--- config.mk ---
export PLATFORM = sky130hd
export DESIGN_NAME = window_signal_statistics
export DESIGN_NICKNAME = d
export VERILOG_FILES = /design/src/sv/wss_pkg.sv /design/src/sv/wss_accum.sv /design/src/sv/wss_div.sv /design/src/sv/wss_isqrt.sv /design/src/sv/window_signal_statistics.sv
export SDC_FILE = /design/constraint.sdc
export NUM_CORES = 2
export LEC_CHECK = 0
export BUFFER_PORTS_ARGS = -buffer_cell sky130_fd_sc_hd__buf_4
export CAP_MARGIN = 0
export CORE_MARGIN = 2
export CORE_UTILIZATION = 25
export DETAILED_ROUTE_END_ITERATION = 8
export GPL_ROUTABILITY_DRIVEN = 0
export PLACE_DENSITY_LB_ADDON = 0.08
export SETUP_SLACK_MARGIN = 0.1
export SYNTH_ARGS = -nofsm -noshare
export SYNTH_HDL_FRONTEND = slang
export SYNTH_SLANG_ARGS = --single-unit
export TNS_END_PERCENT = 100
--- constraint.sdc ---
create_clock -name clk -period 8.9 [get_ports clk]
set_input_delay 1.335 -clock clk [delete_from_list [all_inputs] [get_ports clk]]
set_output_delay 1.335 -clock clk [all_outputs]
set_load 0.02 [all_outputs]
--- src/sv/wss_pkg.sv ---
// wss_pkg: shared types, widths and constants for the window statistics block.
// No dependencies; imported by every module under sv/.
package wss_pkg;

  // Sample and window
  localparam int SAMPLE_W = 12;
  localparam logic [SAMPLE_W-1:0] MID_CODE = 12'd2048;
  localparam int WLEN_W   = 13;
  localparam logic [WLEN_W-1:0] MAX_WIN = 13'd4096;
  localparam int CNT_W    = 13;
  localparam int RATE_W   = 20;

  // Accumulators
  localparam int SQ_W     = 35;
  localparam int SUM_W    = 24;
  localparam int CROSS_W  = 12;
  localparam logic [CROSS_W-1:0] CROSS_MAX = 12'd4095;

  // Result widths
  localparam int FREQ_W   = 19;
  localparam int PROD_W   = 32;

  // Shared divider
  localparam int DIVD_W    = 35;
  localparam int DIVS_W    = 14;
  localparam int DIV_CNT_W = $clog2(DIVD_W);

  // Square root unit
  localparam int ROOT_W     = 12;
  localparam int ROOT_IN_W  = 2 * ROOT_W;
  localparam int ROOT_CNT_W = $clog2(ROOT_W);

  // Configuration port
  localparam int CFG_AW = 3;
  localparam int CFG_DW = 32;
  localparam logic [WLEN_W-1:0] WLEN_RST = 13'd1024;
  localparam logic [RATE_W-1:0] RATE_RST = 20'd10000;

  typedef enum logic {
    REG_WLEN = 1'b0,
    REG_RATE = 1'b1
  } wss_reg_t;

  // Snapshot of one closed window
  typedef struct packed {
    logic [SQ_W-1:0]     sq_sum;
    logic [SUM_W-1:0]    sum;
    logic [SAMPLE_W-1:0] peak;
    logic [CROSS_W-1:0]  crossings;
    logic [CNT_W-1:0]    count;
  } win_stats_t;

  // Request into the shared divider
  typedef struct packed {
    logic              start;
    logic [DIVD_W-1:0] dividend;
    logic [DIVS_W-1:0] divisor;
  } div_req_t;

  typedef enum logic [3:0] {
    ST_IDLE,
    ST_SQ_GO,
    ST_SQ_WAIT,
    ST_MEAN_GO,
    ST_MEAN_WAIT,
    ST_FREQ_GO,
    ST_FREQ_WAIT,
    ST_ROOT_GO,
    ST_ROOT_WAIT,
    ST_EMIT
  } wss_state_t;

endpackage

--- src/sv/wss_accum.sv ---
// wss_accum: per-sample accumulation of square sum, sum, peak and crossings.
// Depends on wss_pkg; snapshots the totals when a window closes.
module wss_accum (
  input  logic                          clk,
  input  logic                          rst_n,
  input  logic                          take,
  input  logic [wss_pkg::SAMPLE_W-1:0]  sample,
  input  logic [wss_pkg::WLEN_W-1:0]    window_length,
  output logic                          closing,
  output wss_pkg::win_stats_t           stats
);
  import wss_pkg::*;

  logic [CNT_W-1:0]      seen_r, seen_nxt;
  logic [SQ_W-1:0]       sq_sum_r, sq_sum_nxt;
  logic [SUM_W-1:0]      sum_r, sum_nxt;
  logic [SAMPLE_W-1:0]   max_r, max_nxt;
  logic                  prev_low_r, is_low;
  logic [CROSS_W-1:0]    cross_r, cross_nxt;
  logic [SAMPLE_W-1:0]   dev;
  logic [2*SAMPLE_W-1:0] sq;
  logic [WLEN_W-1:0]     len_eff;
  win_stats_t            stats_r;

  // Deviation from mid-code and its square
  always_comb begin
    if (sample[SAMPLE_W-1]) begin
      dev = sample - MID_CODE;
    end else begin
      dev = MID_CODE - sample;
    end
  end
  assign sq = dev * dev;

  // Next accumulator values
  always_comb begin
    sq_sum_nxt = sq_sum_r + SQ_W'(sq);
    sum_nxt    = sum_r + SUM_W'(sample);
    max_nxt    = (sample > max_r) ? sample : max_r;
    is_low     = !sample[SAMPLE_W-1];
    cross_nxt  = cross_r;
    if ((seen_r != '0) && (is_low != prev_low_r) && (cross_r != CROSS_MAX)) begin
      cross_nxt = cross_r + 1'b1;
    end
    seen_nxt = seen_r + 1'b1;
  end

  // Effective window length: zero means one, clamp to maximum
  always_comb begin
    if (window_length == '0) begin
      len_eff = WLEN_W'(1);
    end else if (window_length > MAX_WIN) begin
      len_eff = MAX_WIN;
    end else begin
      len_eff = window_length;
    end
  end

  assign closing = (seen_nxt >= len_eff);

  // Running state; cleared when the window closes
  always_ff @(posedge clk) begin
    if (!rst_n) begin
      seen_r     <= '0;
      sq_sum_r   <= '0;
      sum_r      <= '0;
      max_r      <= '0;
      prev_low_r <= 1'b0;
      cross_r    <= '0;
    end else if (take) begin
      if (closing) begin
        seen_r     <= '0;
        sq_sum_r   <= '0;
        sum_r      <= '0;
        max_r      <= '0;
        prev_low_r <= 1'b0;
        cross_r    <= '0;
      end else begin
        seen_r     <= seen_nxt;
        sq_sum_r   <= sq_sum_nxt;
        sum_r      <= sum_nxt;
        max_r      <= max_nxt;
        prev_low_r <= is_low;
        cross_r    <= cross_nxt;
      end
    end
  end

  // Window snapshot, held while the result is worked out
  always_ff @(posedge clk) begin
    if (take && closing) begin
      stats_r.sq_sum    <= sq_sum_nxt;
      stats_r.sum       <= sum_nxt;
      stats_r.peak      <= max_nxt;
      stats_r.crossings <= cross_nxt;
      stats_r.count     <= seen_nxt;
    end
  end

  assign stats = stats_r;

endmodule

--- src/sv/wss_div.sv ---
// wss_div: shared restoring divider, one quotient bit per cycle.
// Depends on wss_pkg; used for mean square, mean and frequency.
module wss_div (
  input  logic                        clk,
  input  logic                        rst_n,
  input  wss_pkg::div_req_t           req,
  output logic                        busy,
  output logic                        done,
  output logic [wss_pkg::DIVD_W-1:0]  quotient
);
  import wss_pkg::*;

  logic                 busy_r, done_r;
  logic [DIV_CNT_W-1:0] cnt_r;
  logic [DIVS_W-1:0]    dvs_r;
  logic [DIVS_W-1:0]    rem_r, rem_nxt;
  logic [DIVD_W-1:0]    quo_r;
  logic [DIVS_W:0]      shifted;
  logic                 ge;

  // One compare-subtract step
  always_comb begin
    shifted = {rem_r, quo_r[DIVD_W-1]};
    ge      = (shifted >= {1'b0, dvs_r});
    if (ge) begin
      rem_nxt = DIVS_W'(shifted - {1'b0, dvs_r});
    end else begin
      rem_nxt = DIVS_W'(shifted);
    end
  end

  // Control
  always_ff @(posedge clk) begin
    if (!rst_n) begin
      busy_r <= 1'b0;
      done_r <= 1'b0;
      cnt_r  <= '0;
    end else begin
      done_r <= 1'b0;
      if (req.start) begin
        busy_r <= 1'b1;
        cnt_r  <= '0;
      end else if (busy_r) begin
        cnt_r <= cnt_r + 1'b1;
        if (cnt_r == DIV_CNT_W'(DIVD_W - 1)) begin
          busy_r <= 1'b0;
          done_r <= 1'b1;
        end
      end
    end
  end

  // Datapath: dividend shifts out as quotient bits shift in
  always_ff @(posedge clk) begin
    if (req.start) begin
      dvs_r <= req.divisor;
      rem_r <= '0;
      quo_r <= req.dividend;
    end else if (busy_r) begin
      rem_r <= rem_nxt;
      quo_r <= {quo_r[DIVD_W-2:0], ge};
    end
  end

  assign busy     = busy_r;
  assign done     = done_r;
  assign quotient = quo_r;

endmodule

--- src/sv/wss_isqrt.sv ---
// wss_isqrt: digit-by-digit integer square root, one root bit per cycle.
// Depends on wss_pkg.
module wss_isqrt (
  input  logic                           clk,
  input  logic                           rst_n,
  input  logic                           start,
  input  logic [wss_pkg::ROOT_IN_W-1:0]  radicand,
  output logic                           done,
  output logic [wss_pkg::ROOT_W-1:0]     root
);
  import wss_pkg::*;

  logic                  busy_r, done_r;
  logic [ROOT_CNT_W-1:0] cnt_r;
  logic [ROOT_IN_W-1:0]  rad_r;
  logic [ROOT_W-1:0]     root_r;
  logic [ROOT_W+1:0]     rem_r, rem_nxt;
  logic [ROOT_W+3:0]     shifted, trial;
  logic                  ge;

  // Bring down two radicand bits, try root*4+1
  always_comb begin
    shifted = {rem_r, rad_r[ROOT_IN_W-1 -: 2]};
    trial   = {2'b00, root_r, 2'b01};
    ge      = (shifted >= trial);
    if (ge) begin
      rem_nxt = (ROOT_W + 2)'(shifted - trial);
    end else begin
      rem_nxt = (ROOT_W + 2)'(shifted);
    end
  end

  // Control
  always_ff @(posedge clk) begin
    if (!rst_n) begin
      busy_r <= 1'b0;
      done_r <= 1'b0;
      cnt_r  <= '0;
    end else begin
      done_r <= 1'b0;
      if (start) begin
        busy_r <= 1'b1;
        cnt_r  <= '0;
      end else if (busy_r) begin
        cnt_r <= cnt_r + 1'b1;
        if (cnt_r == ROOT_CNT_W'(ROOT_W - 1)) begin
          busy_r <= 1'b0;
          done_r <= 1'b1;
        end
      end
    end
  end

  // Datapath
  always_ff @(posedge clk) begin
    if (start) begin
      rad_r  <= radicand;
      rem_r  <= '0;
      root_r <= '0;
    end else if (busy_r) begin
      rad_r  <= {rad_r[ROOT_IN_W-3:0], 2'b00};
      rem_r  <= rem_nxt;
      root_r <= {root_r[ROOT_W-2:0], ge};
    end
  end

  assign done = done_r;
  assign root = root_r;

endmodule

--- src/sv/window_signal_statistics.sv ---
// window_signal_statistics: top level; samples stream in at one per cycle within a window.
// A window close runs three divides in turn on the shared 35-step divider, then the square root,
// then the emit; no sample is taken during that time.
// Result waits in an output register; the next window's samples are taken once it is loaded.
// Reset (rst_n low, synchronous): accumulators and control cleared, window_length 1024,
// sample_rate_hz 10000. Depends on wss_pkg, wss_accum, wss_div, wss_isqrt.
module window_signal_statistics (
  input  logic                       clk,
  input  logic                       rst_n,
  // Sample stream
  input  logic                       in_tvalid,
  output logic                       in_tready,
  input  logic [15:0]                in_tdata,   // [11:0] sample
  // Result stream
  output logic                       out_tvalid,
  input  logic                       out_tready,
  output logic [71:0]                out_tdata,  // [11:0] rms, [23:12] peak, [35:24] mean,
                                                 // [47:36] crossings, [66:48] frequency_hz
  // Configuration
  input  logic                       cfg_psel,
  input  logic                       cfg_penable,
  input  logic                       cfg_pwrite,
  input  logic [wss_pkg::CFG_AW-1:0] cfg_paddr,
  input  logic [wss_pkg::CFG_DW-1:0] cfg_pwdata,
  output logic [wss_pkg::CFG_DW-1:0] cfg_prdata,
  output logic                       cfg_pready
);
  import wss_pkg::*;

  wss_state_t          state_r, state_nxt;
  logic [WLEN_W-1:0]   wlen_r;
  logic [RATE_W-1:0]   rate_r;
  logic                cfg_wr;
  wss_reg_t            cfg_sel;
  logic                take, win_close;
  win_stats_t          stats;
  div_req_t            div_req;
  logic                div_busy, div_done;
  logic [DIVD_W-1:0]   div_quo;
  logic                root_start, root_done;
  logic [ROOT_W-1:0]   root;
  logic [PROD_W-1:0]   prod, prod_r;
  logic [ROOT_IN_W-1:0] msq_r;
  logic [SAMPLE_W-1:0] mean_r;
  logic [FREQ_W-1:0]   freq_r;
  logic                emit_load;
  logic                out_tvalid_r;
  logic [71:0]         out_tdata_r;

  // Configuration registers
  assign cfg_pready = 1'b1;
  assign cfg_wr     = cfg_psel & cfg_penable & cfg_pwrite;
  assign cfg_sel    = wss_reg_t'(cfg_paddr[CFG_AW-1]);

  always_ff @(posedge clk) begin
    if (!rst_n) begin
      wlen_r <= WLEN_RST;
      rate_r <= RATE_RST;
    end else if (cfg_wr) begin
      unique case (cfg_sel)
        REG_WLEN: wlen_r <= cfg_pwdata[WLEN_W-1:0];
        REG_RATE: rate_r <= cfg_pwdata[RATE_W-1:0];
        default:  ;
      endcase
    end
  end

  always_comb begin
    unique case (cfg_sel)
      REG_WLEN: cfg_prdata = CFG_DW'(wlen_r);
      REG_RATE: cfg_prdata = CFG_DW'(rate_r);
      default:  cfg_prdata = '0;
    endcase
  end

  // Sample accumulation
  assign in_tready = (state_r == ST_IDLE);
  assign take      = in_tvalid & in_tready;

  wss_accum u_accum (
    .clk           (clk),
    .rst_n         (rst_n),
    .take          (take),
    .sample        (in_tdata[SAMPLE_W-1:0]),
    .window_length (wlen_r),
    .closing       (win_close),
    .stats         (stats)
  );

  // Shared divider and root unit
  wss_div u_div (
    .clk      (clk),
    .rst_n    (rst_n),
    .req      (div_req),
    .busy     (div_busy),
    .done     (div_done),
    .quotient (div_quo)
  );

  wss_isqrt u_isqrt (
    .clk      (clk),
    .rst_n    (rst_n),
    .start    (root_start),
    .radicand (msq_r),
    .done     (root_done),
    .root     (root)
  );

  // Crossings times rate, registered ahead of the frequency divide
  assign prod = stats.crossings * rate_r;

  always_ff @(posedge clk) begin
    prod_r <= prod;
  end

  // Sequencer state register
  always_ff @(posedge clk) begin
    if (!rst_n) begin
      state_r <= ST_IDLE;
    end else begin
      state_r <= state_nxt;
    end
  end

  assign emit_load = (state_r == ST_EMIT) && (!out_tvalid_r || out_tready);

  // Sequencer next state and unit requests
  always_comb begin
    state_nxt        = state_r;
    div_req.start    = 1'b0;
    div_req.dividend = stats.sq_sum;
    div_req.divisor  = {1'b0, stats.count};
    root_start       = 1'b0;
    unique case (state_r)
      ST_IDLE: begin
        if (take && win_close) state_nxt = ST_SQ_GO;
      end
      ST_SQ_GO: begin
        div_req.start = 1'b1;
        state_nxt     = ST_SQ_WAIT;
      end
      ST_SQ_WAIT: begin
        if (div_done) state_nxt = ST_MEAN_GO;
      end
      ST_MEAN_GO: begin
        div_req.start    = 1'b1;
        div_req.dividend = DIVD_W'(stats.sum);
        state_nxt        = ST_MEAN_WAIT;
      end
      ST_MEAN_WAIT: begin
        if (div_done) state_nxt = ST_FREQ_GO;
      end
      ST_FREQ_GO: begin
        div_req.start    = 1'b1;
        div_req.dividend = DIVD_W'(prod_r);
        div_req.divisor  = {stats.count, 1'b0};
        state_nxt        = ST_FREQ_WAIT;
      end
      ST_FREQ_WAIT: begin
        if (div_done) state_nxt = ST_ROOT_GO;
      end
      ST_ROOT_GO: begin
        root_start = 1'b1;
        state_nxt  = ST_ROOT_WAIT;
      end
      ST_ROOT_WAIT: begin
        if (root_done) state_nxt = ST_EMIT;
      end
      ST_EMIT: begin
        if (emit_load) state_nxt = ST_IDLE;
      end
      default: state_nxt = ST_IDLE;
    endcase
  end

  // Capture quotients as each divide finishes
  always_ff @(posedge clk) begin
    if (div_done) begin
      unique case (state_r)
        ST_SQ_WAIT:   msq_r  <= div_quo[ROOT_IN_W-1:0];
        ST_MEAN_WAIT: mean_r <= div_quo[SAMPLE_W-1:0];
        ST_FREQ_WAIT: freq_r <= div_quo[FREQ_W-1:0];
        default:      ;
      endcase
    end
  end

  // Output register
  always_ff @(posedge clk) begin
    if (!rst_n) begin
      out_tvalid_r <= 1'b0;
    end else if (emit_load) begin
      out_tvalid_r <= 1'b1;
    end else if (out_tready) begin
      out_tvalid_r <= 1'b0;
    end
  end

  always_ff @(posedge clk) begin
    if (emit_load) begin
      out_tdata_r <= {5'b0, freq_r, stats.crossings, mean_r, stats.peak, root};
    end
  end

  assign out_tvalid = out_tvalid_r;
  assign out_tdata  = out_tdata_r;

  // Checks
  a_close_starts_seq: assert property (@(posedge clk) disable iff (!rst_n)
    (take && win_close) |=> (state_r == ST_SQ_GO))
    else $error("closing sample did not start result sequence");

  a_div_no_restart: assert property (@(posedge clk) disable iff (!rst_n)
    div_req.start |-> !div_busy)
    else $error("divider restarted while busy");

  a_div_done_in_wait: assert property (@(posedge clk) disable iff (!rst_n)
    div_done |-> (state_r == ST_SQ_WAIT || state_r == ST_MEAN_WAIT ||
                  state_r == ST_FREQ_WAIT))
    else $error("divider finished outside a wait state");

  a_root_done_in_wait: assert property (@(posedge clk) disable iff (!rst_n)
    root_done |-> (state_r == ST_ROOT_WAIT))
    else $error("root finished outside its wait state");

  a_result_from_emit: assert property (@(posedge clk) disable iff (!rst_n)
    $rose(out_tvalid_r) |-> $past(state_r == ST_EMIT))
    else $error("result raised outside emit");

endmodule
==> impl_metrics.py <==
metrics = {
    "run_status": {
        "status": "complete, no violations",
    },
    "drt": {
        "vias_per_cell": 4.43,
        "first_iter_violations": 1202,
        "routed_wl_um": 99400,
        "wl_met1_um": 47300,
        "drtPass1Iterations": 5,
        "vias": 23700,
        "wl_met3_um": 3920,
        "wl_per_cell_um": 18.6,
        "wl_met2_um": 46500,
        "antenna_left": 0,
        "top_layer_used": "met4",
        "drc": 0,
    },
    "power": {
        "pwr_density_cell_nw_per_um2": 317,
        "combPwrFrac_pct": 50.5,
        "power_mw": 12.5,
        "switching_share_pct": 43.4,
        "p_seq_share_pct": 27.5,
        "peakVddDrop_mv": 0.360,
        "p_leak_nw": 16.7,
        "pwr-share-clk_pct": 22.0,
        "switching_power_mw": 5.40,
        "p_int_mw": 7.05,
    },
    "worst_setup_path": {
        "start_kind": "input port",
        "r2r_start": "u_accum.stats[24]$_DFFE_PP_",
        "r2r-end": "prod_r[30]$_DFF_P_",
        "crit_type": "input port to flop",
        "crit_required_ns": 9.49,
        "critPathMaxFanout": 8,
        "worst_ep_arrival_time_ns": 8.17,
        "worst-r2r-setup-slack_ns": 2.44,
        "reg2reg_depth": 18,
        "end_kind": "flop",
    },
    "sta": {
        "tightest_slew_ns": 1.14,
        "maxSlewViolCount": 0,
        "finalHoldViolCount": 0,
        "clock_skew_ns": 0.0482,
        "max_freq_mhz": 132,
        "max_slew_margin_pct": 24.1,
        "fin_crit_sh_pct": 85.2,
        "layout_min_cycle_time_ns": 7.58,
        "setup_tns_ns": 0,
        "rsz0062_at_grt": "false",
        "setup_violations": 0,
    },
    "cells_and_area": {
        "fin_nets": 4061,
        "final_layout_size_suffix_gt1_share_pct": 9.79,
        "final_area_um2": 39200,
        "area_delta_synth_final_pct": 15.6,
    },
    "min_path": {
        "whs_endpoint": "out_tdata[61]$_DFFE_PP_",
        "holdPathStages": 0,
        "worstHoldStart": "freq_r[13]$_DFFE_PP_",
        "hp-class": "flop to flop",
    },
    "clocking": {
        "path_clk_slew_ns": 0.06,
        "clk_latency_ns": 0.67,
        "post_cts_resized": 0,
        "post-cts-setup-buffer-count": 0,
        "cts_buffers": 67,
        "clock_sinks": 512,
        "cts.path.max_buffers": 3,
        "cts_tree": "yes",
        "htreeDepth": 3,
        "holdBufCountCts": 0,
        "cts_root_buf": "clkbuf_16",
    },
    "global_routing": {
        "grt_util_all_layers_pct": 14.7,
        "grt_pass1_vias": 25100,
        "grt_overflow": 0,
        "grt_max_degree": 64,
        "antenna_found_initial": 1,
        "grt_first_pass_wirelength_um": 155000,
    },
    "synth": {
        "ys.warnings.count": 0,
        "ys_seq_elements": 512,
        "synth_area_um2": 33900,
        "syn_area_per_cell_um2": 9.97,
        "ys_seq_area_share_pct": 38.8,
        "ys_async_sr_fraction_pct": 0,
        "synth_edf_count": 291,
        "synth_cell_types": 74,
        "syn_inst": 3404,
        "synth_flop_cell": "edfxtp_1",
    },
    "floorplan": {
        "die_h_um": 373,
        "start_util_pct": 25.1,
        "die_x_um": 373,
        "ios": 165,
        "dieArea_um2": 139000,
        "fp-row-count": 135,
        "core-area_um2": 135000,
    },
    "placed_design": {
        "dp_hpwl_um": 74100,
        "post_dp_cell_area_um2": 37000,
        "port_buffers": 128,
    },
    "run": {
        "maxCapViolations": 0,
    },
}
## area by class of cell
| class | count | area (um^2) |
|---|---|---|
| fill | 14200 | 95900 |
| multi-input combinational | 2328 | 18700 |
| sequential | 512 | 13200 |
| tap | 1781 | 2230 |
| clock buffer | 91 | 1890 |
| inverter | 419 | 1570 |
| timing repair buffer | 184 | 1380 |
| clock inverter | 32 | 342 |
| antenna | 1 | 2.50 |
## per-layer routing
layer / vias up / GRT usage [%]
li1: 11600 / -
met1: 11700 / 20.3
met2: 313 / 23.8
met3: 90 / 2.57
met4: 0 / 3.49
met5: - / 0
## worst max-delay path by stage
stage                 from  cells after the start                                end
6_report       in_tdata[3]                     28  u_accum.sq_sum_r[27]$_SDFFE_PN0P_
3_3_place_gp   in_tdata[3]                     29        u_accum.stats[89]$_DFFE_PP_
5_1_grt        in_tdata[3]                     28  u_accum.sq_sum_r[27]$_SDFFE_PN0P_
3_5_place_dp   in_tdata[3]                     28  u_accum.sq_sum_r[27]$_SDFFE_PN0P_
2_1_floorplan  in_tdata[0]                     27  u_accum.sq_sum_r[24]$_SDFFE_PN0P_
4_1_cts        in_tdata[3]                     28  u_accum.sq_sum_r[27]$_SDFFE_PN0P_
## cells in the mapped netlist (28+ instances only)
library cell | instances | area (um^2)
nand2_1 | 473 | 1780
inv_1 | 417 | 1570
edfxtp_1 | 291 | 8740
fa_1 | 283 | 5670
dfxtp_1 | 221 | 4420
ha_1 | 208 | 2600
nor2_1 | 199 | 747
a21oi_1 | 169 | 846
o21ai_0 | 153 | 766
clkbuf_1 | 132 | 495
and2_1 | 110 | 688
xnor2_1 | 87 | 762
nand3_1 | 71 | 355
xor2_1 | 58 | 508
a21o_1 | 43 | 323
a31oi_1 | 43 | 269
nor3_1 | 39 | 195
a22oi_1 | 37 | 278
mux2i_1 | 36 | 360
and3_1 | 28 | 175
mux2_2 | 28 | 315
## logic make-up after synthesis
kind of cell,Yosys count,synth area share [%]
and+or+nand+nor,1025,13.7
DFF,512,38.8
buffers and inverters,588,6.74
other,2,0.0221
muxes,64,1.99
AOI/OAI and AO/OA,577,10.7
xor gates and xnor gates,145,3.74
adders and majority gates,491,24.4
## placed cells by master, fill, tap and decap left out, types with 36 or more instances in the layout
| cell | Yosys | routed |
|---|---|---|
| buf_4 | 19 | 184 |
| clkbuf_16 | 0 | 68 |
| o21ai_0 | 153 | 153 |
| nand2_1 | 473 | 471 |
| ha_1 | 208 | 208 |
| inv_1 | 417 | 415 |
| nor2_1 | 199 | 190 |
| edfxtp_1 | 291 | 291 |
| xor2_1 | 58 | 58 |
| fa_1 | 283 | 283 |
| a31oi_1 | 43 | 43 |
| nand3_1 | 71 | 71 |
| mux2i_1 | 36 | 36 |
| xnor2_1 | 87 | 87 |
| a21oi_1 | 169 | 169 |
| a21o_1 | 43 | 43 |
| dfxtp_1 | 221 | 220 |
| a22oi_1 | 37 | 37 |
| and2_1 | 110 | 110 |
| nor3_1 | 39 | 38 |
## stage by stage
stage | hold slack [ns] | instances | worst slack, ns | util [%]
detailed placement | 0.405 | 5224 | 0.634 | 27.4
floorplan | 0.400 | 3428 | 1.15 | -
finish | 0.413 | 5348 | 1.32 | 29.0
global route | 0.420 | 5347 | 0.801 | 29.0
global placement | 0.403 | 5224 | 0.589 | 27.4
CTS | 0.416 | 5347 | 1.35 | 29.0
## registers in the layout, indices dropped and copies added (netlist names), 14 cells and up
name              count
u_div.dvs_r          14
u_isqrt.rad_r        24
u_div.rem_r          14
u_isqrt.rem_r        14
u_accum.sq_sum_r     35
prod_r               32
rate_r               20
msq_r                24
u_accum.stats        96
u_accum.sum_r        24
freq_r               19
out_tdata            67
u_div.quotient       35
## worst max-delay path, cell delays in order
cell and delay [ns]:
buf_4 0.16, nor3_1 0.32, nand2_1 0.12, nor3_1 0.19, and2_1 0.17, or2_2 0.11, xor2_1 0.33, clkinv_1 0.18
nand2_1 0.15, inv_1 0.07, fa_1 0.53, inv_1 0.05, fa_1 0.49, inv_1 0.05, fa_1 0.48, fa_1 0.55
inv_1 0.06, fa_1 0.52, inv_1 0.04, ha_1 0.32, nand2_1 0.12, or2_2 0.34, o221ai_2 0.30, a311oi_1 0.21
o21ai_2 0.29, nand2_1 0.15, or3_1 0.37, a31oi_1 0.16
## power by group through the flow
stage | sequential, mW | clock [mW] | combinational [mW]
6_report | 3.42 | 2.74 | 6.29
5_1_grt | 3.47 | 2.95 | 7.23
4_1_cts | 3.44 | 2.86 | 6.42
3_5_place_dp | 3.49 | 0 | 6.38
3_3_place_gp | 3.49 | 0 | 6.46
2_1_floorplan | 3.29 | 0 | 4.58
Power figures use the tool's default switching activity.
